`config.mk`:
```
export PLATFORM = sky130hd
export DESIGN_NAME = quadrature_encoder_accel_decoder_flat
export DESIGN_NICKNAME = d
export VERILOG_FILES = /design/src/hw/rtl/qed_pkg.sv /design/src/hw/rtl/qed_if.sv /design/src/hw/rtl/qed_div.sv /design/src/hw/rtl/quadrature_encoder_accel_decoder.sv /design/src/flat_wrapper.sv
export SDC_FILE = /design/constraint.sdc
export NUM_CORES = 1
export LEC_CHECK = 0
export BUFFER_PORTS_ARGS = -buffer_cell sky130_fd_sc_hd__buf_2
export CAP_MARGIN = 10
export CORE_AREA = 2 2 160 162
export DETAILED_ROUTE_END_ITERATION = 7
export DIE_AREA = 0 0 162 164
export GPL_ROUTABILITY_DRIVEN = 0
export PLACE_DENSITY_LB_ADDON = 0.25
export RECOVER_POWER = 50
export SYNTH_ARGS = -nofsm -noshare
export SYNTH_HDL_FRONTEND = slang
export SYNTH_SLANG_ARGS = --single-unit
```
`constraint.sdc`:
```
create_clock -name clk -period 10.6 [get_ports clk]
set_clock_uncertainty 0.15 [all_clocks]
set_input_delay 2.12 -clock clk [delete_from_list [all_inputs] [get_ports clk]]
set_output_delay 2.12 -clock clk [all_outputs]
set_load 0.02 [all_outputs]
```
`src/hw/rtl/qed_pkg.sv`:
```
// quadrature encoder decoder: shared types, codes and lookup functions
// no dependencies; used by qed_div, the top level and the testbench
package qed_pkg;

  localparam int QUO_W = 10;
  localparam logic [QUO_W-1:0] SPEED_NUM = 10'd1000;

  localparam logic [2:0] EV_NONE    = 3'd0;
  localparam logic [2:0] EV_SLOW_UP = 3'd1;
  localparam logic [2:0] EV_SLOW_DN = 3'd2;
  localparam logic [2:0] EV_FAST_UP = 3'd3;
  localparam logic [2:0] EV_FAST_DN = 3'd4;

  localparam logic [1:0] CFG_ENC_TYPE   = 2'd0;
  localparam logic [1:0] CFG_FAST_LIMIT = 2'd1;
  localparam logic [1:0] CFG_MAX_POS    = 2'd2;

  localparam logic [2:0] ENC_TYPE_HI = 3'd4;

  typedef enum logic [2:0] {
    ST_IDLE,
    ST_DIV,
    ST_STEP,
    ST_EVAL,
    ST_DONE
  } qed_state_t;

  typedef struct packed {
    logic        start;
    logic [31:0] divisor;
  } div_ctl_t;

  typedef struct packed {
    logic             done;
    logic [QUO_W-1:0] quo;
  } div_sts_t;

  // transition step from old and new pin state
  function automatic logic signed [1:0] step_dir(input logic [1:0] old_p,
                                                 input logic [1:0] new_p);
    logic signed [1:0] d;
    case ({old_p, new_p})
      4'b0001, 4'b0111, 4'b1000, 4'b1110: d = -2'sd1;
      4'b0010, 4'b0100, 4'b1011, 4'b1101: d = 2'sd1;
      default:                            d = 2'sd0;
    endcase
    return d;
  endfunction

  function automatic logic [1:0] res_shift(input logic [2:0] typ);
    logic [1:0] s;
    case (typ)
      3'd0, 3'd1: s = 2'd2;
      3'd2, 3'd3: s = 2'd1;
      default:    s = 2'd0;
    endcase
    return s;
  endfunction

  function automatic logic is_detent(input logic [2:0] typ, input logic [1:0] pins);
    logic [3:0] m;
    case (typ)
      3'd0:    m = 4'h8;
      3'd1:    m = 4'h1;
      3'd2:    m = 4'h9;
      3'd3:    m = 4'h6;
      default: m = 4'hF;
    endcase
    return m[pins];
  endfunction

endpackage

```
`src/hw/rtl/qed_if.sv`:
```
// quadrature encoder decoder: sample and result channel interfaces
// depends on nothing; used by the top level
interface qed_in_if;
  logic        valid;
  logic        ready;
  logic        pin_a;
  logic        pin_b;
  logic [31:0] now_ms;

  modport source (output valid, pin_a, pin_b, now_ms, input ready);
  modport sink   (input valid, pin_a, pin_b, now_ms, output ready);
endinterface

interface qed_out_if;
  logic               valid;
  logic               ready;
  logic [2:0]         event_res;
  logic signed [15:0] position;

  modport source (output valid, event_res, position, input ready);
  modport sink   (input valid, event_res, position, output ready);
endinterface

```
`src/hw/rtl/qed_div.sv`:
```
// quadrature encoder decoder: iterative restoring divider, 1000 / divisor
// one quotient bit per cycle; depends on qed_pkg
module qed_div (
  input  logic              clk,
  input  logic              rst_n,
  input  qed_pkg::div_ctl_t ctl,
  output qed_pkg::div_sts_t sts
);

  logic                      busy_r, busy_nxt;
  logic                      done_r, done_nxt;
  logic [3:0]                cnt_r, cnt_nxt;
  logic [qed_pkg::QUO_W-1:0] rem_r, rem_nxt;
  logic [qed_pkg::QUO_W-1:0] quo_r, quo_nxt;
  logic [31:0]               div_r, div_nxt;
  logic [qed_pkg::QUO_W:0]   trial;
  logic                      ge;

  always_comb begin
    trial = {rem_r, qed_pkg::SPEED_NUM[4'(qed_pkg::QUO_W - 1) - cnt_r]};
    ge    = (div_r != 32'd0) && ({21'd0, trial} >= div_r);
  end

  always_comb begin
    busy_nxt = busy_r;
    done_nxt = 1'b0;
    cnt_nxt  = cnt_r;
    rem_nxt  = rem_r;
    quo_nxt  = quo_r;
    div_nxt  = div_r;
    if (ctl.start) begin
      busy_nxt = 1'b1;
      cnt_nxt  = 4'd0;
      rem_nxt  = '0;
      quo_nxt  = '0;
      div_nxt  = ctl.divisor;
    end else if (busy_r) begin
      rem_nxt = ge ? qed_pkg::QUO_W'(trial - div_r[qed_pkg::QUO_W:0])
                   : trial[qed_pkg::QUO_W-1:0];
      quo_nxt = {quo_r[qed_pkg::QUO_W-2:0], ge};
      cnt_nxt = cnt_r + 4'd1;
      if (cnt_r == 4'(qed_pkg::QUO_W - 1)) begin
        busy_nxt = 1'b0;
        done_nxt = 1'b1;
      end
    end
  end

  always_ff @(posedge clk) begin
    if (!rst_n) begin
      busy_r <= 1'b0;
      done_r <= 1'b0;
      cnt_r  <= 4'd0;
    end else begin
      busy_r <= busy_nxt;
      done_r <= done_nxt;
      cnt_r  <= cnt_nxt;
    end
  end

  always_ff @(posedge clk) begin
    rem_r <= rem_nxt;
    quo_r <= quo_nxt;
    div_r <= div_nxt;
  end

  assign sts.done = done_r;
  assign sts.quo  = quo_r;

endmodule

```
`src/hw/rtl/quadrature_encoder_accel_decoder.sv`:
```
// quadrature encoder decoder with speed-scaled steps and turn events
// a sample with changed pins passes the divide, step, evaluate and done states; one with unchanged
// pins goes straight to evaluate and done; a new sample is taken only once the last result has
// been loaded into the output register; the 10-step divider forms the speed factor
// synchronous active-low reset clears config to defaults and all position state
// depends on qed_pkg, qed_if, qed_div
module quadrature_encoder_accel_decoder (
  input  logic        clk,
  input  logic        rst_n,
  qed_in_if.sink      in_ch,
  qed_out_if.source   out_ch,
  input  logic        cfg_we,
  input  logic [1:0]  cfg_index,
  input  logic [14:0] cfg_wdata
);

  qed_pkg::qed_state_t state_r, state_nxt;
  qed_pkg::div_ctl_t   div_ctl;
  qed_pkg::div_sts_t   div_sts;

  logic [2:0]  enc_type_r;
  logic [14:0] fast_limit_r;
  logic [14:0] max_pos_r;

  logic [1:0]  last_pins_r;
  logic [31:0] fine_r;
  logic [15:0] detent_r;
  logic [15:0] reported_r;
  logic [31:0] last_time_r;
  logic [31:0] prior_time_r;

  logic [1:0]  pins_r;
  logic [31:0] now_r;
  logic [2:0]  ev_r;

  logic        out_valid_r;
  logic [2:0]  out_ev_r;
  logic [15:0] out_pos_r;

  logic        in_acc;
  logic [1:0]  pins_in;
  logic        slot_free;
  logic        out_load;

  // step datapath
  logic [1:0]         shift;
  logic signed [1:0]  dir;
  logic [10:0]        speed;
  logic [31:0]        inc;
  logic [31:0]        fine_step;
  logic signed [31:0] fine_sh;
  logic               at_detent;

  // movement datapath
  logic signed [15:0] delta_s;
  logic [15:0]        mag;
  logic               moved;
  logic               up;
  logic               fast;
  logic signed [17:0] probe;
  logic signed [17:0] lim;
  logic               clear;
  logic [2:0]         ev_calc;

  assign pins_in   = {in_ch.pin_b, in_ch.pin_a};
  assign in_acc    = in_ch.valid && in_ch.ready;
  assign slot_free = !out_valid_r || out_ch.ready;

  qed_div u_div (
    .clk   (clk),
    .rst_n (rst_n),
    .ctl   (div_ctl),
    .sts   (div_sts)
  );

  always_comb begin
    state_nxt = state_r;
    case (state_r)
      qed_pkg::ST_IDLE: begin
        if (in_acc) state_nxt = (pins_in != last_pins_r) ? qed_pkg::ST_DIV : qed_pkg::ST_EVAL;
      end
      qed_pkg::ST_DIV: begin
        if (div_sts.done) state_nxt = qed_pkg::ST_STEP;
      end
      qed_pkg::ST_STEP: state_nxt = qed_pkg::ST_EVAL;
      qed_pkg::ST_EVAL: state_nxt = qed_pkg::ST_DONE;
      qed_pkg::ST_DONE: begin
        if (slot_free) state_nxt = qed_pkg::ST_IDLE;
      end
      default: state_nxt = qed_pkg::ST_IDLE;
    endcase
  end

  always_comb begin
    in_ch.ready     = (state_r == qed_pkg::ST_IDLE);
    div_ctl.start   = (state_r == qed_pkg::ST_IDLE) && in_ch.valid && (pins_in != last_pins_r);
    div_ctl.divisor = 32'd1 + last_time_r - prior_time_r;
    out_load        = (state_r == qed_pkg::ST_DONE) && slot_free;
  end

  always_comb begin
    shift     = qed_pkg::res_shift(enc_type_r);
    dir       = qed_pkg::step_dir(last_pins_r, pins_r);
    speed     = 11'd1 + {1'b0, div_sts.quo};
    if (dir == 2'sd1) begin
      inc = {21'd0, speed};
    end else if (dir == -2'sd1) begin
      inc = 32'd0 - {21'd0, speed};
    end else begin
      inc = 32'd0;
    end
    fine_step = fine_r + (inc << shift);
    fine_sh   = $signed(fine_step) >>> shift;
    at_detent = qed_pkg::is_detent(enc_type_r, pins_r);
  end

  always_comb begin
    moved   = (detent_r != reported_r);
    delta_s = $signed(detent_r - reported_r);
    up      = !delta_s[15];
    mag     = up ? delta_s : 16'(16'd0 - delta_s);
    fast    = (mag >= {1'b0, fast_limit_r});
    probe   = $signed({{2{detent_r[15]}}, detent_r}) + $signed({delta_s[15], delta_s, 1'b0});
    lim     = $signed({3'd0, max_pos_r});
    clear   = moved && (up ? (probe > lim) : (probe < -lim));
    if (!moved) begin
      ev_calc = qed_pkg::EV_NONE;
    end else if (fast) begin
      ev_calc = up ? qed_pkg::EV_FAST_UP : qed_pkg::EV_FAST_DN;
    end else begin
      ev_calc = up ? qed_pkg::EV_SLOW_UP : qed_pkg::EV_SLOW_DN;
    end
  end

  // control, config and position state
  always_ff @(posedge clk) begin
    if (!rst_n) begin
      state_r      <= qed_pkg::ST_IDLE;
      out_valid_r  <= 1'b0;
      enc_type_r   <= 3'd0;
      fast_limit_r <= 15'd5;
      max_pos_r    <= 15'd30000;
      last_pins_r  <= 2'd0;
      fine_r       <= 32'd0;
      detent_r     <= 16'd0;
      reported_r   <= 16'd0;
      last_time_r  <= 32'd0;
      prior_time_r <= 32'd0;
    end else begin
      state_r <= state_nxt;
      if (out_load) begin
        out_valid_r <= 1'b1;
      end else if (out_ch.ready) begin
        out_valid_r <= 1'b0;
      end
      if (cfg_we) begin
        case (cfg_index)
          qed_pkg::CFG_ENC_TYPE: begin
            enc_type_r <= (cfg_wdata[2:0] > qed_pkg::ENC_TYPE_HI) ? qed_pkg::ENC_TYPE_HI
                                                                   : cfg_wdata[2:0];
          end
          qed_pkg::CFG_FAST_LIMIT: fast_limit_r <= cfg_wdata;
          qed_pkg::CFG_MAX_POS:    max_pos_r    <= cfg_wdata;
          default: ;
        endcase
      end
      if (state_r == qed_pkg::ST_STEP) begin
        fine_r      <= fine_step;
        last_pins_r <= pins_r;
        if (at_detent) begin
          prior_time_r <= last_time_r;
          last_time_r  <= now_r;
          detent_r     <= fine_sh[15:0];
        end
      end
      if (state_r == qed_pkg::ST_EVAL && moved) begin
        if (clear) begin
          fine_r     <= {30'd0, fine_r[1:0]};
          detent_r   <= 16'd0;
          reported_r <= 16'd0;
        end else begin
          reported_r <= detent_r;
        end
      end
    end
  end

  // payload registers
  always_ff @(posedge clk) begin
    if (in_acc) begin
      pins_r <= pins_in;
      now_r  <= in_ch.now_ms;
    end
    if (state_r == qed_pkg::ST_EVAL) ev_r <= ev_calc;
    if (out_load) begin
      out_ev_r  <= ev_r;
      out_pos_r <= reported_r;
    end
  end

  assign out_ch.valid     = out_valid_r;
  assign out_ch.event_res = out_ev_r;
  assign out_ch.position  = $signed(out_pos_r);

  a_same_pins_skip: assert property (@(posedge clk) disable iff (!rst_n)
    (in_acc && pins_in == last_pins_r) |=> (state_r == qed_pkg::ST_EVAL))
    else $error("unchanged pins did not skip the divide");

  a_done_settled: assert property (@(posedge clk) disable iff (!rst_n)
    (state_r == qed_pkg::ST_DONE) |-> (reported_r == detent_r))
    else $error("reported position not settled at result");

  a_div_done_in_div: assert property (@(posedge clk) disable iff (!rst_n)
    div_sts.done |-> (state_r == qed_pkg::ST_DIV))
    else $error("divider finished outside the divide state");

  a_pins_only_on_step: assert property (@(posedge clk) disable iff (!rst_n)
    ($past(rst_n) && !$stable(last_pins_r)) |-> ($past(state_r) == qed_pkg::ST_STEP))
    else $error("pin state moved outside the step state");

endmodule

```
`src/flat_wrapper.sv`:
```
// flat-port wrapper written by rule: the top's interface ports become plain ports
module quadrature_encoder_accel_decoder_flat 
  (clk, rst_n, cfg_we, cfg_index, cfg_wdata, in_ch_valid, in_ch_pin_a, in_ch_pin_b, in_ch_now_ms, in_ch_ready, out_ch_valid, out_ch_event_res, out_ch_position, out_ch_ready);
  qed_in_if in_ch_i ();
  qed_out_if out_ch_i ();
  input  logic clk;
  input  logic rst_n;
  input  logic cfg_we;
  input  logic [1:0] cfg_index;
  input  logic [14:0] cfg_wdata;
  input wire logic [$bits(in_ch_i.valid)-1:0] in_ch_valid;
  input wire logic [$bits(in_ch_i.pin_a)-1:0] in_ch_pin_a;
  input wire logic [$bits(in_ch_i.pin_b)-1:0] in_ch_pin_b;
  input wire logic [$bits(in_ch_i.now_ms)-1:0] in_ch_now_ms;
  output wire logic [$bits(in_ch_i.ready)-1:0] in_ch_ready;
  output wire logic [$bits(out_ch_i.valid)-1:0] out_ch_valid;
  output wire logic [$bits(out_ch_i.event_res)-1:0] out_ch_event_res;
  output wire logic [$bits(out_ch_i.position)-1:0] out_ch_position;
  input wire logic [$bits(out_ch_i.ready)-1:0] out_ch_ready;
  assign in_ch_i.valid = in_ch_valid;
  assign in_ch_i.pin_a = in_ch_pin_a;
  assign in_ch_i.pin_b = in_ch_pin_b;
  assign in_ch_i.now_ms = in_ch_now_ms;
  assign in_ch_ready = in_ch_i.ready;
  assign out_ch_valid = out_ch_i.valid;
  assign out_ch_event_res = out_ch_i.event_res;
  assign out_ch_position = out_ch_i.position;
  assign out_ch_i.ready = out_ch_ready;
  quadrature_encoder_accel_decoder u_core (.clk(clk), .rst_n(rst_n), .in_ch(in_ch_i), .out_ch(out_ch_i), .cfg_we(cfg_we), .cfg_index(cfg_index), .cfg_wdata(cfg_wdata));
endmodule
```
==> flow_summary_export.csv, run 1 <==
group,metric,value,unit
outcome,outcome,"finished, violations left",
outcome,violations,"capacitance limit, slew limit",
cts,cts_sinks,267,
synth,synth_async_sr_flop_share,0,
finish,final_common_cell,"nand2_1",
synth,syn-num-nets,2133,
synth,syn_inst,1895,
placed_design,place_area,17000,µm²
cts,clk_pin_slew_worst_paths,0.06,ns
finish,drive_above_1_share,0.0742,
sta,slew_viol_final,178,
worst_setup_path,cp_max_fo,48,
grt,grt_pass1_vias,12400,
grt,grt_antenna_before_repair,0,
sta,max_freq,157,MHz
cts,root_buffer,"clkbuf_16",
power,p_per_area,141,nW/µm²
worst_setup_path,crit_type,"reg2reg",
synth,avgSynthCellArea,8.63,µm²
sta,setup_viol,0,
floorplan,core,24800,µm²
drt,via_count,13200,
grt,grt_start_max_net_pins,98,
synth,ys_seq_area_frac,0.381,
floorplan,dieArea,26600,µm²
finish,fin_nets,2183,
synth,ys_ff_latch,267,
sta,fin_tns_setup,0,ns
cts,clk_latency,0.58,ns
sta,finalHoldViolCount,0,
finish,area.growth.synth_to_final,9.34,%
min_path,hp-class,"reg2reg",
drt,first_iter_violations,781,
worst_setup_path,worstPathArrival,6.61,ns
worst_setup_path,required,10.83,ns
finish,multi_input_comb_area,9360,µm²
finish,final_cell_mix,"nand2_1, a21oi_1, dfxtp_1",
power,ir_worst_vdd,0.000148,V
synth,netlist_area,16300,µm²
sta,finalCritPeriodShare,0.602,
floorplan,dieWidth,162,µm
sta,tightestPinTransition,4.51,ns
synth,yosys_warnings,0,
floorplan,ios,77,
grt,grt_use_total,0.265,
placed_design,dpl.hpwl,26200,µm
synth,synth_cell_types,73,
worst_setup_path,start_kind,"register",
power,p_leak,0.00725,µW
cts,cts_tree,"built",
floorplan,initial_core_util,0.659,
floorplan,die_y,164,µm
cts,htree_levels,1,
cts,cts_hold_buffers,0,
run,max_cap_viol_count,4,
finish,final_cell_area,17900,µm²
cts,clk_path_buf_depth,3,
drt,drt-total-wl,35600,µm
cts,cts_resized,0,
placed_design,port_buffers,76,
finish,ff_latch_area,6230,µm²
grt,grt_first_pass_wirelength,58400,µm
sta,maxSlewHeadroom,-2.01,
drt,drc,0,
sta,rsz0062_at_grt,"no",
finish,diodes,0,
grt,grt_overflow_total,0,
sta,layout_min_cycle_time,6.38,ns
synth,synthFlopType,"dfxtp_1",
floorplan,num_rows,58,
drt,drt_pass1_iterations,5,
synth,synth-edff-count,88,
worst_setup_path,end_kind,"register",
drt,wl_per_cell,15.5,µm
cts,cts_setup_buffers,0,
finish,n_fill_cell,1915,
drt,ant_nets,0,
cts,cts_inserted_buffers,28,
drt,via_per_inst,5.76,
==> per-layer routing <==
metal | GRT usage | routed length, µm
met5 | 0 | 0
met1 | 0.347 | 16000
met3 | 0.0346 | 1770
met4 | 0.0929 | 1120
met2 | 0.455 | 16700
==> critical path: stages, from the launching register on <==
cell	delay, ns
dfxtp_1	0.33
inv_1	0.08
ha_1	0.18
inv_1	0.06
fa_1	0.41
a21o_1	0.20
a21oi_1	0.28
o211ai_1	0.18
o21ai_0	0.23
nor2b_1	0.19
xnor2_1	0.15
ha_1	0.39
nand2_1	0.13
nor2_1	0.13
o21a_1	0.18
nor3_1	0.06
or3_1	0.40
nor2b_1	0.13
o31ai_1	0.10
ha_1	0.36
nand2_1	0.08
o21bai_1	0.09
or2_2	0.28
o32a_1	0.29
mux2i_1	0.17
a311o_2	0.81
nor3_1	0.16
==> cells in the mapped netlist (4+ instances only) <==
library cell	instances	area, µm²
a31oi_1	8	50.1
o31a_1	5	43.8
o21bai_1	11	82.6
nor2_1	159	597
dfxtp_1	179	3580
and3_1	15	93.8
and2_1	4	25.0
nand4_1	16	100
xor2_1	37	324
a21oi_1	208	1040
nand2_1	294	1100
ha_1	177	2210
a311oi_1	5	43.8
o31ai_1	11	82.6
o211ai_1	23	173
xnor2_1	83	727
or3_1	11	68.8
edfxtp_1	88	2640
fa_1	5	100
mux2i_1	39	390
o21ai_0	59	295
or2_2	6	37.5
a21o_1	29	218
nor4_1	15	93.8
a2111oi_0	4	35.0
o21a_1	16	120
clkbuf_1	63	236
inv_1	130	488
a211oi_1	29	218
nand3_1	34	170
nand2b_1	22	138
nor3_1	35	175
nor2b_1	15	93.8
==> per-stage QoR <==
| stage | cells | setup slack [ns] | util | power [µW] | hold WS, ns |
|---|---|---|---|---|---|
| finish | 2297 | 4.22 | 0.720 | 2510 | 0.257 |
| CTS | 2297 | 4.24 | 0.722 | 2530 | 0.251 |
| global placement | 2245 | 4.49 | 0.685 | 1550 | 0.253 |
| detailed placement | 2245 | 4.28 | 0.685 | 1570 | 0.261 |
| floorplan | 1895 | 5.14 | - | 1470 | 0.250 |
| global route | 2297 | 3.75 | 0.720 | 2620 | 0.272 |
==> report_power, final <==
group	switching, µW	total, µW	leakage [µW]	internal (µW)
combinational	243	415	0.00453	172
sequential	27.1	1140	0.00228	1110
clock	416	959	0.000448	543
==> registers in the layout, indices dropped and copies added (netlist names) <==
register                 count
u_core.last_time_r          32
u_core.now_r                32
u_core.prior_time_r         32
u_core.u_div.div_r          32
u_core.fine_r               18
u_core.detent_r             16
u_core.out_ch.position      16
u_core.reported_r           16
u_core.fast_limit_r         15
u_core.max_pos_r            15
u_core.u_div.quo_r          10
u_core.u_div.rem_r          10
u_core.u_div.cnt_r           4
u_core.enc_type_r            3
u_core.ev_r                  3
u_core.out_ch.event_res      3
u_core.state_r               3
u_core.last_pins_r           2
u_core.pins_r                2
u_core.out_ch.valid          1
u_core.u_div.busy_r          1
u_core.u_div.done_r          1
==> cell families after synthesis <==
group,after synthesis,synth area share
AO/OA/AOI/OAI,441,0.166
XOR/XNOR,121,0.0653
adder cells (fa/ha/maj),182,0.142
AND/OR/NAND/NOR,642,0.173
multiplexers,40,0.0253
buffers and inverters,202,0.0475
flip-flops,267,0.381
==> worst paths after layout <==
check	from	endpoint	slack, ns	depth (start not counted)
max	u_core.detent_r[0]	u_core.detent_r[1]	4.22	26
min	u_core.reported_r[3]	u_core.out_ch.position[3]	0.26	0
max reg2reg	u_core.detent_r[0]	u_core.detent_r[1]	4.22	26
min reg2reg	u_core.reported_r[3]	u_core.out_ch.position[3]	0.26	0
==> final cells by class <==
| cell class | count | share of cell area |
|---|---|---|
| Clock buffer | 35 | 0.0430 |
| Sequential cell | 267 | 0.348 |
| Multi-Input combinational cell | 1426 | 0.524 |
| Tap cell | 330 | 0.0231 |
| Inverter | 133 | 0.0280 |
| Clock inverter | 17 | 0.00826 |
| Timing Repair Buffer | 89 | 0.0256 |
No activity file was read; power rests on OpenSTA's default activity.
==> run 2, diff against run 1 <==
--- a/config.mk
+++ b/config.mk
@@ -7,9 +7,9 @@
 export LEC_CHECK = 0
 export BUFFER_PORTS_ARGS = -buffer_cell sky130_fd_sc_hd__buf_2
 export CAP_MARGIN = 10
-export CORE_AREA = 2 2 160 162
+export CORE_AREA = 2 2 165 167
 export DETAILED_ROUTE_END_ITERATION = 7
-export DIE_AREA = 0 0 162 164
+export DIE_AREA = 0 0 167 169
 export GPL_ROUTABILITY_DRIVEN = 0
 export PLACE_DENSITY_LB_ADDON = 0.25
 export RECOVER_POWER = 50
==> constraint.sdc (replaced) <==
create_clock -name clk -period 6.4 [get_ports clk]
set_clock_uncertainty 0.15 [all_clocks]
set_input_delay 1.28 -clock clk [delete_from_list [all_inputs] [get_ports clk]]
set_output_delay 1.28 -clock clk [all_outputs]
set_load 0.02 [all_outputs]
==> run 2 against run 1 <==
  * Total power up 69%
  * Via count up 1.3%
  * Worst hold slack better by 0.012 ns
  * The flow still finishes with violations (capacitance limit, slew limit)
  * Non-clock buffer count is 7 higher
  * Maximum frequency rose by 6.4%
  * Register-to-register slack lost 3.8 ns
  * Critical path type unchanged
==> flow_summary_export.csv, run 2 (same netlist as run 1, synthesis figures left out) <==
group,metric,value,unit
worst_setup_path,end_kind,"register",
worst_setup_path,cp_max_fo,48,
sta,hold_ws,0.269,ns
finish,fin_nets,2190,
placed_design,port_buffers,76,
placed_design,dpl_worst_slack,0.377,ns
power,combPwrFrac,0.164,
sta,tightestPinTransition,2.54,ns
finish,n_fill_cell,2195,
cts,clk_pin_slew_worst_paths,0.06,ns
drt,drc,0,
min_path,hp-start,"u_core.ev_r[2]",
sta,layout_min_cycle_time,5.99,ns
sta,maxSlewHeadroom,-0.696,
cts,cts_inserted_buffers,28,
placed_design,place_inst,2263,
sta,finalHoldViolCount,0,
worst_setup_path,r2r-end,"u_core.detent_r[14]",
sta,final.setup.worst_slack,0.409,ns
cts,cts_hold_buffers,0,
grt,grt_pass1_vias,13000,
floorplan,num_rows,60,
finish,area.growth.synth_to_final,10.0,%
grt,grt_overflow_total,0,
grt,grt_start_max_net_pins,84,
drt,drt_pass1_iterations,5,
cts,htree_levels,1,
sta,slew_viol_final,88,
floorplan,core,26500,µm²
drt,wl_per_cell,15.8,µm
cts,cts_setup_buffers,0,
sta,finalCritPeriodShare,0.936,
drt,ant_nets,0,
drt,via_count,13400,
worst_setup_path,r2r_cells,25,
worst_setup_path,crit_type,"reg2reg",
finish,final_cells,2315,
sta,fin_tns_setup,0,ns
cts,cts_sinks,267,
power,clock_power_share,0.391,
power,p_total,4250,µW
worst_setup_path,reg2reg_slack,0.41,ns
power,p_leak,0.00729,µW
power,p_per_area,236,nW/µm²
placed_design,dpl.hpwl,27400,µm
drt,first_iter_violations,920,
floorplan,dieArea,28200,µm²
outcome,outcome,"finished, violations left",
drt,drt-total-wl,36700,µm
sta,rsz0062_at_grt,"no",
sta,max_freq,167,MHz
cts,cts_tree,"built",
drt,via_per_inst,5.79,
power,p_int,3120,µW
outcome,violations,"capacitance limit, slew limit",
power,power.switching,1130,µW
finish,drive_above_1_share,0.0729,
cts,clk_latency,0.55,ns
finish,diodes,0,
cts,clk_path_buf_depth,3,
grt,grt_use_total,0.255,
grt,grt_first_pass_wirelength,60700,µm
cts,root_buffer,"clkbuf_16",
power,p_seq_frac,0.444,
floorplan,initial_core_util,0.617,
floorplan,dieWidth,167,µm
cts,cts_resized,0,
run,max_cap_viol_count,2,
sta,setup_viol,0,
power,ir_worst_vdd,0.000247,V
min_path,hp-class,"reg2reg",
floorplan,die_y,169,µm
min_path,min_delay_worst_endpoint,"u_core.out_ch.event_res[2]",
worst_setup_path,required,6.72,ns
worst_setup_path,start_kind,"register",
finish,final_cell_mix,"nand2_1, a21oi_1, dfxtp_1",
worst_setup_path,r2r-start,"u_core.reported_r[4]",
grt,grt_antenna_before_repair,0,
power,p_sw_frac,0.265,
worst_setup_path,worstPathArrival,6.31,ns
finish,final_common_cell,"nand2_1",
min_path,min_path_cells,0,
floorplan,ios,77,
[run 2: changes by cell type in the layout (fill, tap and decap cells not counted), moves of 2 or more]
cell and change:
clkbuf_8 +4, buf_4 +5, clkinvlp_4 -2, clkbuf_1 +12, bufinv_16 +2, inv_6 -2
buf_2 -11
[run 2: worst max path at each step]
stage	endpoint	startpoint	cells past startpoint	slack (ns)
finish	u_core.detent_r[14]	u_core.reported_r[4]	25	0.41
global route	u_core.fine_r[17]	u_core.detent_r[0]	26	0.02
CTS	u_core.detent_r[1]	u_core.detent_r[0]	26	0.36
detailed placement	u_core.detent_r[14]	u_core.detent_r[0]	26	0.38
global placement	u_core.detent_r[0]	u_core.detent_r[0]	26	0.56
floorplan	u_core.reported_r[10]	u_core.detent_r[0]	28	0.94
[run 2: cell type report]
| type | instances | area [µm²] | area share |
|---|---|---|---|
| Multi-Input combinational cell | 1426 | 9380 | 0.521 |
| Sequential cell | 267 | 6230 | 0.346 |
| Clock buffer | 38 | 798 | 0.0444 |
| Timing Repair Buffer | 96 | 505 | 0.0281 |
| Inverter | 133 | 500 | 0.0278 |
| Tap cell | 341 | 427 | 0.0237 |
| Clock inverter | 14 | 158 | 0.00876 |
[run 2: critical path: stages, from the launching register on]
cell and delay (ns):
dfxtp_1 0.35, inv_1 0.05, ha_1 0.37, a21oi_1 0.22
nor3b_1 0.32, a21oi_1 0.17, a21o_1 0.20, a211oi_1 0.28
nor3_2 0.12, ha_1 0.33, and2_1 0.18, a221o_1 0.32
nor2b_4 0.14, nor3_1 0.16, or3_1 0.16, nor2b_1 0.05
o31ai_1 0.31, ha_1 0.33, nand2_1 0.08, o21bai_1 0.08
or2_2 0.27, o32a_1 0.29, mux2i_1 0.12, a311o_2 0.41
buf_12 0.18, a311oi_2 0.20
[run 2: routing by layer]
metal  up-vias  track usage  part of all wire
met5         -            0                 0
met1      6308        0.315              0.44
met3        77       0.0334             0.040
li1       6770            -                 -
met2       245        0.460              0.49
met4         0       0.0858             0.030
[run 2: through the flow]
step                      utilization  cell area (µm²)
after floorplan                     -            16300
after global placement          0.644            17100
after detailed placement        0.644            17100
after CTS                       0.680            18000
after global routing            0.679            18000
final                           0.679            18000
[run 2: power groups by stage]
stage          registers (µW)  logic [µW]  clock network (µW)
2_1_floorplan            1900         534                   0
3_3_place_gp             1920         662                   0
3_5_place_dp             1920         691                   0
4_1_cts                  1890         696                1690
5_1_grt                  1900         780                1760
6_report                 1890         698                1660
